--- src/design/psc_pkg.sv ---
// Shared types and constants for the pump schedule controller.
`default_nettype none

package psc_pkg;

  localparam int CODE_W   = 12;
  localparam int PCT_W    = 7;
  localparam int TIME_W   = 32;
  localparam int RUN_W    = 12;
  localparam int PERIOD_W = 11;
  localparam int MUL_W    = 19;
  localparam int NUM_W    = 20;
  localparam int DEN_W    = 13;
  localparam int STEP_W   = 5;
  localparam int PMS_W    = 27;
  localparam int RMS_W    = 22;

  localparam logic [PCT_W-1:0]  PCT_FULL   = 7'd100;
  localparam logic [15:0]       MS_PER_MIN = 16'd60000;
  localparam logic [9:0]        MS_PER_S   = 10'd1000;
  localparam logic [STEP_W-1:0] DIV_LAST   = 5'd19;

  localparam logic [CODE_W-1:0]   RST_LEVEL_EMPTY = 12'd600;
  localparam logic [CODE_W-1:0]   RST_LEVEL_FULL  = 12'd3500;
  localparam logic [CODE_W-1:0]   RST_RAIN_DRY    = 12'd3000;
  localparam logic [CODE_W-1:0]   RST_RAIN_WET    = 12'd1200;
  localparam logic [PCT_W-1:0]    RST_LOW_LIMIT   = 7'd20;
  localparam logic [PCT_W-1:0]    RST_RAIN_LIMIT  = 7'd60;
  localparam logic [RUN_W-1:0]    RST_RUN_LENGTH  = 12'd10;
  localparam logic [PERIOD_W-1:0] RST_PERIOD      = 11'd30;

  typedef enum logic [2:0] {
    REG_LEVEL_EMPTY = 3'd0,
    REG_LEVEL_FULL  = 3'd1,
    REG_RAIN_DRY    = 3'd2,
    REG_RAIN_WET    = 3'd3,
    REG_LOW_LIMIT   = 3'd4,
    REG_RAIN_LIMIT  = 3'd5,
    REG_RUN_LENGTH  = 3'd6,
    REG_PERIOD      = 3'd7
  } reg_idx_t;

  typedef enum logic {
    CMD_SAMPLE  = 1'b0,
    CMD_CONTROL = 1'b1
  } cmd_code_t;

  typedef enum logic [2:0] {
    ST_IDLE,
    ST_LOAD,
    ST_DIV,
    ST_PCT,
    ST_CTRL
  } state_t;

  typedef struct packed {
    logic capture;
    logic div_load;
    logic div_step;
    logic pct_update;
    logic commit;
  } dp_cmd_t;

  typedef struct packed {
    logic in_control;
    logic out_free;
  } dp_status_t;

endpackage

`default_nettype wire

--- src/design/psc_div.sv ---
// Restoring divider, one quotient bit per step.
`default_nettype none

module psc_div (
  input  wire logic                      clk,
  input  wire logic                      load,
  input  wire logic                      step,
  input  wire logic [psc_pkg::NUM_W-1:0] dividend,
  input  wire logic [psc_pkg::DEN_W-1:0] divisor,
  output logic      [psc_pkg::NUM_W-1:0] quotient
);

  logic [psc_pkg::NUM_W-1:0] dvd;
  logic [psc_pkg::DEN_W-1:0] rem;
  logic [psc_pkg::DEN_W-1:0] dvs;
  logic [psc_pkg::DEN_W:0]   trial;
  logic [psc_pkg::DEN_W:0]   diff;
  logic                      ge;

  assign trial = {rem, dvd[psc_pkg::NUM_W-1]};
  assign diff  = trial - {1'b0, dvs};
  assign ge    = trial >= {1'b0, dvs};

  always_ff @(posedge clk) begin
    if (load) begin
      dvd <= dividend;
      rem <= '0;
      dvs <= divisor;
    end else if (step) begin
      dvd <= {dvd[psc_pkg::NUM_W-2:0], ge};
      rem <= ge ? diff[psc_pkg::DEN_W-1:0] : trial[psc_pkg::DEN_W-1:0];
    end
  end

  assign quotient = dvd;

endmodule

`default_nettype wire

--- src/design/psc_datapath.sv ---
// Datapath: config registers, percent mapping, pump state and result register.
`default_nettype none

module psc_datapath (
  input  wire logic                clk,
  input  wire logic                rst,
  input  wire logic                cfg_we,
  input  wire logic [2:0]          cfg_addr,
  input  wire logic [11:0]         cfg_wdata,
  input  wire logic [63:0]         s_axis_tdata,
  input  wire logic [0:0]          s_axis_tuser,
  output logic                     m_axis_tvalid,
  input  wire logic                m_axis_tready,
  output logic      [55:0]         m_axis_tdata,
  input  wire psc_pkg::dp_cmd_t    cmd,
  output psc_pkg::dp_status_t      status
);

  // configuration
  logic [psc_pkg::CODE_W-1:0]   lvl_empty, lvl_full, rn_at0, rn_at100;
  logic [psc_pkg::PCT_W-1:0]    low_limit, rain_limit;
  logic [psc_pkg::RUN_W-1:0]    run_len;
  logic [psc_pkg::PERIOD_W-1:0] period;

  always_ff @(posedge clk) begin
    if (rst) begin
      lvl_empty  <= psc_pkg::RST_LEVEL_EMPTY;
      lvl_full   <= psc_pkg::RST_LEVEL_FULL;
      rn_at0     <= psc_pkg::RST_RAIN_DRY;
      rn_at100   <= psc_pkg::RST_RAIN_WET;
      low_limit  <= psc_pkg::RST_LOW_LIMIT;
      rain_limit <= psc_pkg::RST_RAIN_LIMIT;
      run_len    <= psc_pkg::RST_RUN_LENGTH;
      period     <= psc_pkg::RST_PERIOD;
    end else if (cfg_we) begin
      case (psc_pkg::reg_idx_t'(cfg_addr))
        psc_pkg::REG_LEVEL_EMPTY: lvl_empty  <= cfg_wdata;
        psc_pkg::REG_LEVEL_FULL:  lvl_full   <= cfg_wdata;
        psc_pkg::REG_RAIN_DRY:    rn_at0     <= cfg_wdata;
        psc_pkg::REG_RAIN_WET:    rn_at100   <= cfg_wdata;
        psc_pkg::REG_LOW_LIMIT:   low_limit  <= cfg_wdata[psc_pkg::PCT_W-1:0];
        psc_pkg::REG_RAIN_LIMIT:  rain_limit <= cfg_wdata[psc_pkg::PCT_W-1:0];
        psc_pkg::REG_RUN_LENGTH:  run_len    <= cfg_wdata;
        psc_pkg::REG_PERIOD:      period     <= cfg_wdata[psc_pkg::PERIOD_W-1:0];
        default: ;
      endcase
    end
  end

  // captured item
  logic [psc_pkg::CODE_W-1:0] in_level, in_rain;
  logic [psc_pkg::TIME_W-1:0] in_now;
  logic                       in_manual, in_request;
  logic [psc_pkg::PMS_W-1:0]  period_ms;
  logic [psc_pkg::RMS_W-1:0]  run_ms;

  always_ff @(posedge clk) begin
    if (cmd.capture) begin
      in_level   <= s_axis_tdata[11:0];
      in_rain    <= s_axis_tdata[23:12];
      in_now     <= s_axis_tdata[55:24];
      in_manual  <= s_axis_tdata[56];
      in_request <= s_axis_tdata[57];
      period_ms  <= psc_pkg::PMS_W'(period) * psc_pkg::PMS_W'(psc_pkg::MS_PER_MIN);
      run_ms     <= psc_pkg::RMS_W'(run_len) * psc_pkg::RMS_W'(psc_pkg::MS_PER_S);
    end
  end

  // percent mapping operands
  logic [psc_pkg::CODE_W:0]   lvl_diff, lvl_span, rn_diff, rn_span;
  logic [psc_pkg::CODE_W-1:0] lvl_dabs, lvl_sabs, rn_dabs, rn_sabs;
  logic [psc_pkg::MUL_W-1:0]  lvl_num, rn_num;
  logic [psc_pkg::NUM_W-1:0]  lvl_dvd, rn_dvd;
  logic [psc_pkg::NUM_W-1:0]  lvl_quo, rn_quo;
  logic                       lvl_zero, rn_zero;

  assign lvl_diff = {1'b0, in_level} - {1'b0, lvl_empty};
  assign lvl_span = {1'b0, lvl_full} - {1'b0, lvl_empty};
  assign rn_diff  = {1'b0, in_rain} - {1'b0, rn_at0};
  assign rn_span  = {1'b0, rn_at100} - {1'b0, rn_at0};

  assign lvl_dabs = lvl_diff[psc_pkg::CODE_W] ? psc_pkg::CODE_W'(-lvl_diff)
                                              : lvl_diff[psc_pkg::CODE_W-1:0];
  assign lvl_sabs = lvl_span[psc_pkg::CODE_W] ? psc_pkg::CODE_W'(-lvl_span)
                                              : lvl_span[psc_pkg::CODE_W-1:0];
  assign rn_dabs  = rn_diff[psc_pkg::CODE_W] ? psc_pkg::CODE_W'(-rn_diff)
                                             : rn_diff[psc_pkg::CODE_W-1:0];
  assign rn_sabs  = rn_span[psc_pkg::CODE_W] ? psc_pkg::CODE_W'(-rn_span)
                                             : rn_span[psc_pkg::CODE_W-1:0];

  assign lvl_num = psc_pkg::MUL_W'(lvl_dabs) * psc_pkg::MUL_W'(psc_pkg::PCT_FULL);
  assign rn_num  = psc_pkg::MUL_W'(rn_dabs) * psc_pkg::MUL_W'(psc_pkg::PCT_FULL);

  // (2*num + den) / (2*den) rounds half away from zero
  assign lvl_dvd = {lvl_num, 1'b0} + psc_pkg::NUM_W'(lvl_sabs);
  assign rn_dvd  = {rn_num, 1'b0} + psc_pkg::NUM_W'(rn_sabs);

  always_ff @(posedge clk) begin
    if (cmd.div_load) begin
      lvl_zero <= (lvl_sabs == '0) || (lvl_diff[psc_pkg::CODE_W] != lvl_span[psc_pkg::CODE_W]);
      rn_zero  <= (rn_sabs == '0) || (rn_diff[psc_pkg::CODE_W] != rn_span[psc_pkg::CODE_W]);
    end
  end

  psc_div u_lvl_div (
    .clk      (clk),
    .load     (cmd.div_load),
    .step     (cmd.div_step),
    .dividend (lvl_dvd),
    .divisor  ({lvl_sabs, 1'b0}),
    .quotient (lvl_quo)
  );

  psc_div u_rn_div (
    .clk      (clk),
    .load     (cmd.div_load),
    .step     (cmd.div_step),
    .dividend (rn_dvd),
    .divisor  ({rn_sabs, 1'b0}),
    .quotient (rn_quo)
  );

  logic [psc_pkg::PCT_W-1:0] lvl_pct, rn_pct;

  always_comb begin
    if (lvl_zero) begin
      lvl_pct = '0;
    end else if (lvl_quo > psc_pkg::NUM_W'(psc_pkg::PCT_FULL)) begin
      lvl_pct = psc_pkg::PCT_FULL;
    end else begin
      lvl_pct = lvl_quo[psc_pkg::PCT_W-1:0];
    end
    if (rn_zero) begin
      rn_pct = '0;
    end else if (rn_quo > psc_pkg::NUM_W'(psc_pkg::PCT_FULL)) begin
      rn_pct = psc_pkg::PCT_FULL;
    end else begin
      rn_pct = rn_quo[psc_pkg::PCT_W-1:0];
    end
  end

  // block state
  logic [psc_pkg::PCT_W-1:0]  tank_level, wet_pct;
  logic                       low_flag, rain_flag, pump;
  logic [psc_pkg::TIME_W-1:0] stop_time, last_start, cycle_count;

  logic                       pump_next, started;
  logic [psc_pkg::TIME_W-1:0] stop_time_next, last_start_next, cycle_count_next;
  logic [psc_pkg::TIME_W-1:0] since_stop, since_start;
  logic                       stop_hit, pump_kept, due;

  assign since_stop  = in_now - stop_time;
  assign since_start = in_now - last_start;
  assign stop_hit    = pump && (stop_time != '0) && !since_stop[psc_pkg::TIME_W-1];
  assign pump_kept   = pump && !stop_hit && !rain_flag;
  assign due         = (last_start == '0) || (since_start >= psc_pkg::TIME_W'(period_ms));

  always_comb begin
    pump_next        = pump;
    stop_time_next   = stop_time;
    last_start_next  = last_start;
    cycle_count_next = cycle_count;
    started          = 1'b0;
    if (low_flag) begin
      if (pump) begin
        pump_next      = 1'b0;
        stop_time_next = '0;
      end
    end else if (in_manual) begin
      pump_next = in_request;
    end else if (!pump_kept && !rain_flag && due) begin
      pump_next        = 1'b1;
      stop_time_next   = in_now + psc_pkg::TIME_W'(run_ms);
      last_start_next  = in_now;
      cycle_count_next = cycle_count + psc_pkg::TIME_W'(1);
      started          = 1'b1;
    end else if (pump && !pump_kept) begin
      pump_next      = 1'b0;
      stop_time_next = '0;
    end
  end

  always_ff @(posedge clk) begin
    if (rst) begin
      tank_level  <= '0;
      wet_pct     <= '0;
      low_flag    <= 1'b0;
      rain_flag   <= 1'b0;
      pump        <= 1'b0;
      stop_time   <= '0;
      last_start  <= '0;
      cycle_count <= '0;
    end else begin
      if (cmd.pct_update) begin
        tank_level <= lvl_pct;
        wet_pct    <= rn_pct;
        low_flag   <= lvl_pct <= low_limit;
        rain_flag  <= rn_pct >= rain_limit;
      end
      if (cmd.commit) begin
        pump        <= pump_next;
        stop_time   <= stop_time_next;
        last_start  <= last_start_next;
        cycle_count <= cycle_count_next;
      end
    end
  end

  // result register
  always_ff @(posedge clk) begin
    if (rst) begin
      m_axis_tvalid <= 1'b0;
    end else if (cmd.commit) begin
      m_axis_tvalid <= 1'b1;
    end else if (m_axis_tready) begin
      m_axis_tvalid <= 1'b0;
    end
  end

  always_ff @(posedge clk) begin
    if (cmd.commit) begin
      m_axis_tdata <= {6'd0, cycle_count_next, started, rain_flag, low_flag,
                       wet_pct, tank_level, pump_next};
    end
  end

  assign status.in_control = (psc_pkg::cmd_code_t'(s_axis_tuser[0]) == psc_pkg::CMD_CONTROL);
  assign status.out_free   = !m_axis_tvalid || m_axis_tready;

endmodule

`default_nettype wire

--- src/design/psc_ctrl.sv ---
// Controller state machine sequencing capture, division, flags and commit.
`default_nettype none

module psc_ctrl (
  input  wire logic                clk,
  input  wire logic                rst,
  input  wire logic                s_axis_tvalid,
  output logic                     s_axis_tready,
  input  wire psc_pkg::dp_status_t status,
  output psc_pkg::dp_cmd_t         cmd
);

  psc_pkg::state_t             state, state_next;
  logic [psc_pkg::STEP_W-1:0]  step_cnt, step_cnt_next;

  always_ff @(posedge clk) begin
    if (rst) begin
      state    <= psc_pkg::ST_IDLE;
      step_cnt <= '0;
    end else begin
      state    <= state_next;
      step_cnt <= step_cnt_next;
    end
  end

  always_comb begin
    state_next    = state;
    step_cnt_next = step_cnt;
    case (state)
      psc_pkg::ST_IDLE: begin
        if (s_axis_tvalid) begin
          state_next = status.in_control ? psc_pkg::ST_CTRL : psc_pkg::ST_LOAD;
        end
      end
      psc_pkg::ST_LOAD: begin
        step_cnt_next = '0;
        state_next    = psc_pkg::ST_DIV;
      end
      psc_pkg::ST_DIV: begin
        step_cnt_next = step_cnt + psc_pkg::STEP_W'(1);
        if (step_cnt == psc_pkg::DIV_LAST) begin
          state_next = psc_pkg::ST_PCT;
        end
      end
      psc_pkg::ST_PCT: begin
        state_next = psc_pkg::ST_CTRL;
      end
      psc_pkg::ST_CTRL: begin
        if (status.out_free) begin
          state_next = psc_pkg::ST_IDLE;
        end
      end
      default: begin
        state_next = psc_pkg::ST_IDLE;
      end
    endcase
  end

  always_comb begin
    cmd           = '0;
    s_axis_tready = 1'b0;
    case (state)
      psc_pkg::ST_IDLE: begin
        s_axis_tready = !rst;
        cmd.capture   = s_axis_tvalid && !rst;
      end
      psc_pkg::ST_LOAD: cmd.div_load   = 1'b1;
      psc_pkg::ST_DIV:  cmd.div_step   = 1'b1;
      psc_pkg::ST_PCT:  cmd.pct_update = 1'b1;
      psc_pkg::ST_CTRL: cmd.commit     = status.out_free;
      default: ;
    endcase
  end

endmodule

`default_nettype wire

--- src/design/pump_schedule_controller.sv ---
// Top level of the pump schedule controller.
//
// Input channel s_axis: one item per step, tuser carries the command (sample
// then control, or control only with the stored readings), tdata the readings,
// millisecond time and manual mode controls. Output channel m_axis: exactly one
// result item per input item, in order.
// Configuration: cfg_we writes cfg_wdata into register cfg_addr.
// A sample item runs through operand load, 20 restoring division steps for both
// percents in parallel, flag update and commit before its result is valid; a
// control-only item goes straight to commit. The next item is accepted the
// cycle after the result is loaded, so no new item is taken while one is being
// worked on; sample throughput is bounded by the bit-serial dividers.
// The result sits in an output register; a new item is accepted and worked
// on while it waits. If the receiver still stalls when the next result is
// ready, the block holds it in its final step and takes no new item.
// Reset (rst, synchronous) restores the configuration defaults, clears the
// percents, flags, pump, timers and cycle count, and empties the output; no
// item is taken while rst is high.
`default_nettype none

module pump_schedule_controller (
  input  wire logic        clk,
  input  wire logic        rst,
  input  wire logic        cfg_we,
  input  wire logic [2:0]  cfg_addr,
  input  wire logic [11:0] cfg_wdata,
  input  wire logic        s_axis_tvalid,
  output logic             s_axis_tready,
  // level_code[11:0], rain_code[23:12], now_ms[55:24], manual_mode[56],
  // manual_request[57], zero[63:58]
  input  wire logic [63:0] s_axis_tdata,
  // cmd[0]
  input  wire logic [0:0]  s_axis_tuser,
  output logic             m_axis_tvalid,
  input  wire logic        m_axis_tready,
  // pump_on[0], tank_percent[7:1], wet_percent[14:8], tank_lockout[15],
  // rain_seen[16], cycle_started[17], cycles_run[49:18], zero[55:50]
  output logic      [55:0] m_axis_tdata
);

  psc_pkg::dp_cmd_t    cmd;
  psc_pkg::dp_status_t status;

  psc_ctrl u_ctrl (
    .clk           (clk),
    .rst           (rst),
    .s_axis_tvalid (s_axis_tvalid),
    .s_axis_tready (s_axis_tready),
    .status        (status),
    .cmd           (cmd)
  );

  psc_datapath u_datapath (
    .clk           (clk),
    .rst           (rst),
    .cfg_we        (cfg_we),
    .cfg_addr      (cfg_addr),
    .cfg_wdata     (cfg_wdata),
    .s_axis_tdata  (s_axis_tdata),
    .s_axis_tuser  (s_axis_tuser),
    .m_axis_tvalid (m_axis_tvalid),
    .m_axis_tready (m_axis_tready),
    .m_axis_tdata  (m_axis_tdata),
    .cmd           (cmd),
    .status        (status)
  );

endmodule

`default_nettype wire
--- config.mk ---
export PLATFORM = sky130hd
export DESIGN_NAME = pump_schedule_controller
export DESIGN_NICKNAME = d
export VERILOG_FILES = /design/src/design/psc_pkg.sv /design/src/design/psc_div.sv /design/src/design/psc_datapath.sv /design/src/design/psc_ctrl.sv /design/src/design/pump_schedule_controller.sv
export SDC_FILE = /design/constraint.sdc
export NUM_CORES = 2
export LEC_CHECK = 0
export ABC_CLOCK_PERIOD_IN_PS = 6500
export BUFFER_PORTS_ARGS = -buffer_cell sky130_fd_sc_hd__buf_4
export CAP_MARGIN = 20
export CORE_MARGIN = 4
export CORE_UTILIZATION = 40
export CTS_BUF_LIST = sky130_fd_sc_hd__clkbuf_16
export DETAILED_ROUTE_END_ITERATION = 10
export GPL_ROUTABILITY_DRIVEN = 0
export PLACE_DENSITY = 0.7
export SKIP_LAST_GASP = 1
export SLEW_MARGIN = 20
export SYNTH_ARGS = -nofsm -noshare
export SYNTH_HDL_FRONTEND = slang
export SYNTH_SLANG_ARGS = --single-unit
--- constraint.sdc ---
create_clock -name clk -period 6.5 [get_ports clk]
set_input_delay 0.975 -clock clk [delete_from_list [all_inputs] [get_ports clk]]
set_output_delay 0.975 -clock clk [all_outputs]
set_load 0.02 [all_outputs]
Word-level counts from Yosys, hierarchy flattened
Index checks and enable logic that the tools add are counted.

Div/mod/pow operators: 0. Add/sub/neg operators: 17. Reduce and logical (&&, ||, !) cells: 40. Multiplexer cells: 41. $lt $le $gt $ge: 7. $mul: 4. Shifts and indexed selects: 0. Bitwise logic cells: 2. Equal/unequal tests: 19.

Operators with widths (count): two-way mux 32 bit (8); two-way mux 20 bit (4); subtractor 32 bit (2); subtractor 12 x 12 -> 13 bit (4); two-way mux 12 bit (4); negation 12 bit (4); adder 20 x 12 -> 20 bit (2); > comparator 20 x 7 -> 1 bit (second input constant) (2); multiplier 12 x 5 -> 17 bit (second input constant) (2); adder 32 x 1 -> 32 bit (second input constant) (1); adder 32 x 22 -> 32 bit (1); >= comparator 32 x 27 -> 1 bit (1); logical NOT 32 bit (1); nonzero test 32 bit (1); >= comparator 14 x 13 -> 1 bit (2); two-way mux 7 bit (4); two-way mux 13 bit (2); subtractor 13 bit (2); logical NOT 12 bit (2); multiplier 11 x 11 -> 22 bit (second input constant) (1); multiplier 12 x 7 -> 19 bit (second input constant) (1); AND reduction 2 bit (8); == test 3 bit (second input constant) (5); case mux 3 bit (5 select lines) (1); other kinds (22) (65).

Bits of input ports: 85. RAM bits: 0. Memories kept: 0. Bits in read-only memories: 0. Register bits: 448. Bits in latches: 0.

Longest topological paths before layout
Depth in word-level cells: 12. Depth in mapped cells: 32. Depth with buffers taken out: 31.

Hierarchy
Synthesis repeated with hierarchy kept, for this count alone.

Cell total of the unflattened synthesis: 3590. Area, all modules: 33646.0 um2.

Modules (own cells, without submodules): psc_datapath (area an instance 27968.1 um2, instances 1, cells each 3074, sequential area each 8518.2 um2); psc_div (area an instance 2597.5 um2, instances 2, cells each 231, sequential area each 1251.2 um2); psc_ctrl (area an instance 483.0 um2, instances 1, cells each 54, sequential area each 160.2 um2).

Worst setup path before layout
OpenSTA, ideal clock, no wires.

Path kind: flip-flop to flip-flop. From: reg u_datapath.in_level[0] (netlist name). To: reg u_datapath.u_lvl_div.dvd (netlist bit u_datapath.u_lvl_div.quotient[18]), data pin. Stages on the path, launching flop included: 32. Data required time: 6.240 ns. Library setup time: 0.260 ns. Arrival time: 6.131 ns. Path slack: 0.109 ns. Cell sequence: edfxtp_1 -> inv_1 -> ha_1 -> inv_1 -> fa_1 -> a21o_1 -> a21oi_1 -> o21bai_1 -> a21oi_1 -> o21ai_1 -> a311oi_1 -> o21bai_1 -> a21o_1 -> buf_2 -> a31oi_1 -> xor2_1 -> ha_1 -> ha_1 -> ha_1 -> xor2_1 -> ha_1 -> nor2b_1 -> o21ai_0 -> a21boi_0 -> o21ai_0 -> nor2b_1 -> xnor2_1 -> and4_1 -> nand2_1 -> nor3_1 -> xnor2_1 -> mux2_2.

Word-level cells in the longest chain between the ends: 6.

Ends and longest elaborated chain: start, declared (RTL line psc_datapath.sv:51) `logic [psc_pkg::CODE_W-1:0] in_level, in_rain;`; start signal, assigned (RTL line psc_datapath.sv:59) `in_level <= s_axis_tdata[11:0];`; subtractor 12 x 12 -> 13 bit (*) (RTL line psc_datapath.sv:77) `assign lvl_diff = {1'b0, in_level} - {1'b0, lvl_empty};`; negation 12 bit (RTL line psc_datapath.sv:82) `assign lvl_dabs = lvl_diff[psc_pkg::CODE_W] ? psc_pkg::CODE_W'(-lvl_diff)`; two-way mux 12 bit (*) (RTL line psc_datapath.sv:82); multiplier 12 x 5 -> 17 bit (*) (RTL line psc_datapath.sv:91) `assign lvl_num = psc_pkg::MUL_W'(lvl_dabs) * psc_pkg::MUL_W'(psc_pkg::PCT_FULL);`; adder 20 x 12 -> 20 bit (*) (RTL line psc_datapath.sv:95) `assign lvl_dvd = {lvl_num, 1'b0} + psc_pkg::NUM_W'(lvl_sabs);`; two-way mux 20 bit (*) (RTL line psc_div.sv:25) `if (load) begin`; end signal, assigned (RTL line psc_div.sv:26) `dvd <= dividend;`; end signal, assigned (RTL line psc_div.sv:30) `dvd <= {dvd[psc_pkg::NUM_W-2:0], ge};`; end, declared (RTL line psc_div.sv:13) `logic [psc_pkg::NUM_W-1:0] dvd;`.

Every way passes the cells marked *; elsewhere a longest branch is shown, timed or not. A chain may end at the register's enable or synchronous reset.

Worst setup path in the final report
From: reg u_datapath.in_rain[0] (netlist name). To: reg u_datapath.u_rn_div.dvd (netlist bit u_datapath.u_rn_div.quotient[18]), data pin.

Word-level cells in the longest chain between the ends: 6.

Ends and longest elaborated chain: start, declared (RTL line psc_datapath.sv:51); start signal, assigned (RTL line psc_datapath.sv:60) `in_rain <= s_axis_tdata[23:12];`; subtractor 12 x 12 -> 13 bit (*) (RTL line psc_datapath.sv:79) `assign rn_diff = {1'b0, in_rain} - {1'b0, rn_at0};`; negation 12 bit (RTL line psc_datapath.sv:86) `assign rn_dabs = rn_diff[psc_pkg::CODE_W] ? psc_pkg::CODE_W'(-rn_diff)`; two-way mux 12 bit (*) (RTL line psc_datapath.sv:86); multiplier 12 x 5 -> 17 bit (*) (RTL line psc_datapath.sv:92) `assign rn_num = psc_pkg::MUL_W'(rn_dabs) * psc_pkg::MUL_W'(psc_pkg::PCT_FULL);`; adder 20 x 12 -> 20 bit (*) (RTL line psc_datapath.sv:96) `assign rn_dvd = {rn_num, 1'b0} + psc_pkg::NUM_W'(rn_sabs);`; two-way mux 20 bit (*) (RTL line psc_div.sv:25); end signal, assigned (RTL line psc_div.sv:26); end signal, assigned (RTL line psc_div.sv:30); end, declared (RTL line psc_div.sv:13).

Marks and branches as above.

==> results.sh <==
export IMPL_tightest_slew_ns=1.01
export IMPL_critPathLaunchType="flip-flop"
export IMPL_whs_path_depth=0
export IMPL_final_util=0.464
export IMPL_htree_levels=2
export IMPL_critPathMaxFanout=4
export IMPL_slowest_stage="fa_2"
export IMPL_grt_antenna_before_repair=2
export IMPL_cts_tree="done"
export IMPL_grt_max_degree=102
export IMPL_cap_viol_max_count=0
export IMPL_vdd_drop_max_uv=322
export IMPL_drt_first_pass_iters=5
export IMPL_multi_input_area_um2=19700
export IMPL_num_io_pins=143
export IMPL_drive_above_1_share=0.103
export IMPL_start_util=0.406
export IMPL_finalSetupViolCount=0
export IMPL_use_met1=0.230
export IMPL_cts_made_buffers=55
export IMPL_fin_skew_ns=0.0403
export IMPL_finalNetCount=4230
export IMPL_slowest_delay_ns=0.41
export IMPL_hold_start="u_datapath.tank_level[6]"
export IMPL_vias=24596
export IMPL_worstSetupPathType="flip-flop to flip-flop"
export IMPL_cts_root_buf="clkbuf_16"
export IMPL_fmax_mhz=162
export IMPL_syn_instance_count=3472
export IMPL_seq_area_um2=11100
export IMPL_p_leak_nw=15.7
export IMPL_synth_area_um2=32300
export IMPL_std_cell_rows=103
export IMPL_final_antenna_net_count=0
export IMPL_hpwl_um=56200
export IMPL_mostFrequentLayoutCells="ha_1, inv_1, nand2_1, nor2_1, dfxtp_1"
export IMPL_die_w_um=292
export IMPL_synth_seq_cells=448
export IMPL_synth_flop_cell="dfxtp_1"
export IMPL_mostFrequentLayoutCell="ha_1"
export IMPL_hold_violations=0
export IMPL_timing_final_ws_setup_ns=0.312
export IMPL_async_flop_share=0
export IMPL_avgRoutedWirePerCell_um=15.6
export IMPL_port_buffers=130
export IMPL_clock_path_buffers=3
export IMPL_grt_overflow=0
export IMPL_timing_max_slew_rel_slack=0.321
export IMPL_place_area_um2=34700
export IMPL_ys_warn_count=0
export IMPL_outcome="finished clean"
export IMPL_crit_arrival_ns=6.56
export IMPL_drc=0
export IMPL_synth_edff_count=215
export IMPL_fp_dieH_um=292
export IMPL_holdCritPathClass="flip-flop to flip-flop"
export IMPL_rsz0062_at_grt="true"
export IMPL_r2r_start="u_datapath.in_rain[0]"
export IMPL_grt_pass1_vias=23761
export IMPL_syn_avg_cell_area_um2=9.29
export IMPL_required_ns=6.87
export IMPL_r2r_cells=33
export IMPL_die_area_um2=85300
export IMPL_cts_sinks=448
export IMPL_synth_cell_types=90
export IMPL_synth_seq_area_share=0.345
export IMPL_min_period_over_period=0.952
export IMPL_finalWirelength_um=74000
export IMPL_drtIter0Drc=1367
export IMPL_fin_crit_ns=6.19
export IMPL_end_kind="flip-flop"
export IMPL_via_per_inst=5.19
export IMPL_syn_to_final_growth_pct=14.3
export IMPL_design_area_um2=36900
export IMPL_clk_insertion_delay_late_ns=0.62
export IMPL_clk_pin_slew_worst_paths_ns=0.06
export IMPL_slew_viol_final=0
export IMPL_grt_util_all_layers=0.169
export IMPL_grt_pass1_wl_um=120000
export IMPL_r2r_slack_ns=0.31
export IMPL_core_area_um2=79500
export IMPL_pre_cts_ws_ns=-0.124
export IMPL_grt_busiest_layer="met2"
export IMPL_reg2reg_to="u_datapath.u_rn_div.quotient[18]"
export IMPL_nFillCells=7508
export IMPL_hold_worst_slack_ns=0.433
export IMPL_whs_endpoint="u_datapath.m_axis_tdata[7]"
export IMPL_p_per_area_nw_per_um2=322
export IMPL_met3_usage=0.0262
export IMPL_use_met2=0.286
[cell type report]
type / count / share of cell area
multi-input cells: 2575 / 0.535
flip-flops and latches: 448 / 0.302
repair buffers: 216 / 0.0448
clock buffers: 57 / 0.0387
well taps: 1050 / 0.0356
inverters: 349 / 0.0355
clock inverters: 47 / 0.00916
diodes: 1 / 0.0000679
[state kept, by name (all words and copies together) (netlist names), 11 cells and up]
name and cells:
u_datapath.in_level 12, u_datapath.u_lvl_div.quotient 20, u_datapath.period_ms 22, u_datapath.rn_at100 12
u_datapath.u_lvl_div.rem 13, u_datapath.period 11, u_datapath.cycle_count 32, u_datapath.in_now 32
u_datapath.last_start 32, u_datapath.u_rn_div.dvs 12, u_datapath.run_len 12, u_datapath.lvl_empty 12
u_datapath.u_rn_div.rem 13, u_datapath.run_ms 19, u_datapath.in_rain 12, u_datapath.stop_time 32
u_datapath.m_axis_tdata 50, u_datapath.lvl_full 12, u_datapath.u_lvl_div.dvs 12, u_datapath.u_rn_div.quotient 20
u_datapath.rn_at0 12
[repair_timing]
action / 4_1_cts / 5_1_grt
gates resized for setup: 11 / 53
setup endpoints to repair: 6 / 16
hold buffers: 0 / 0
pin swaps: 2 / 28
setup buffers: 3 / 7
[logic make-up (layout without fill, tap and decap cells)]
group / count (synthesis) / after routing / share of synthesized area
flip-flops: 448 / 448 / 0.345
multiplexers: 54 / 54 / 0.0171
AO/OA/AOI/OAI: 691 / 691 / 0.133
adder cells (fa/ha/maj): 500 / 500 / 0.216
XOR/XNOR: 291 / 291 / 0.0792
buffers and inverters: 454 / 669 / 0.0552
other: 1 / 7 / 0.000116
AND/OR/NAND/NOR: 1033 / 1033 / 0.154
[per-layer routing]
layer  part of all wire  wire [µm]
met1               0.46      34300
met2               0.47      34500
met3              0.053       3940
met4              0.017       1270
met5            0.00016         12
[stage by stage]
| step | std cells | TNS [ns] | total power [mW] |
|---|---|---|---|
| 2_1_floorplan | 3477 | 0 | 7.14 |
| 3_3_place_gp | 4628 | -0.0750 | 8.42 |
| 3_5_place_dp | 4628 | -0.278 | 8.53 |
| 4_1_cts | 4735 | 0 | 11.6 |
| 5_1_grt | 4742 | -0.275 | 12.9 |
| 6_report | 4743 | 0 | 11.9 |
[worst max-delay path: cells and delay by family (launching register included)]
family / cells / cell delay (ns)
AO/OA/AOI/OAI: 13 / 2.00
XOR/XNOR: 1 / 0.14
adder cells (fa/ha/maj): 6 / 1.66
buffers and inverters: 7 / 0.83
flip-flops: 1 / 0.37
multiplexers: 1 / 0.27
AND/OR/NAND/NOR: 5 / 0.66
[where the power goes]
part | leakage, nW | internal, mW | switching [mW]
combinational | 10.9 | 2.72 | 2.86
clock | 0.931 | 1.74 | 1.25
sequential | 3.83 | 3.18 | 0.123
[synthesized netlist by cell type, types with 30 or more instances]
cell,n,area share
ha_1,404,0.16
nand2_1,358,0.042
inv_1,343,0.040
nor2_1,253,0.029
a21oi_1,236,0.037
dfxtp_1,233,0.14
edfxtp_1,215,0.20
xnor2_1,204,0.055
o21ai_0,142,0.022
fa_1,96,0.060
xor2_1,86,0.023
clkbuf_1,72,0.0084
a21o_1,66,0.015
nor3_1,57,0.0088
nand3_1,49,0.0076
mux2i_1,47,0.015
nor2b_1,44,0.0085
nand3b_1,40,0.0093
or3_1,38,0.0074
nor4_1,33,0.0064
nand2b_1,32,0.0062
o21ai_1,32,0.0050
o21bai_1,30,0.0070
[worst max-delay path by stage]
stage | start | end | slack [ns] | depth (start not counted)
5_1_grt | u_datapath.in_level[0] | u_datapath.u_lvl_div.quotient[18] | -0.07 | 30
2_1_floorplan | u_datapath.in_level[0] | u_datapath.u_lvl_div.quotient[18] | 0.11 | 31
3_5_place_dp | u_datapath.in_level[0] | u_datapath.u_lvl_div.quotient[18] | -0.12 | 30
3_3_place_gp | u_datapath.in_rain[0] | u_datapath.u_rn_div.quotient[18] | -0.04 | 32
4_1_cts | u_datapath.in_rain[0] | u_datapath.u_rn_div.quotient[18] | 0.01 | 31
6_report | u_datapath.in_rain[0] | u_datapath.u_rn_div.quotient[18] | 0.31 | 33
Power figures use the tool's default switching activity.
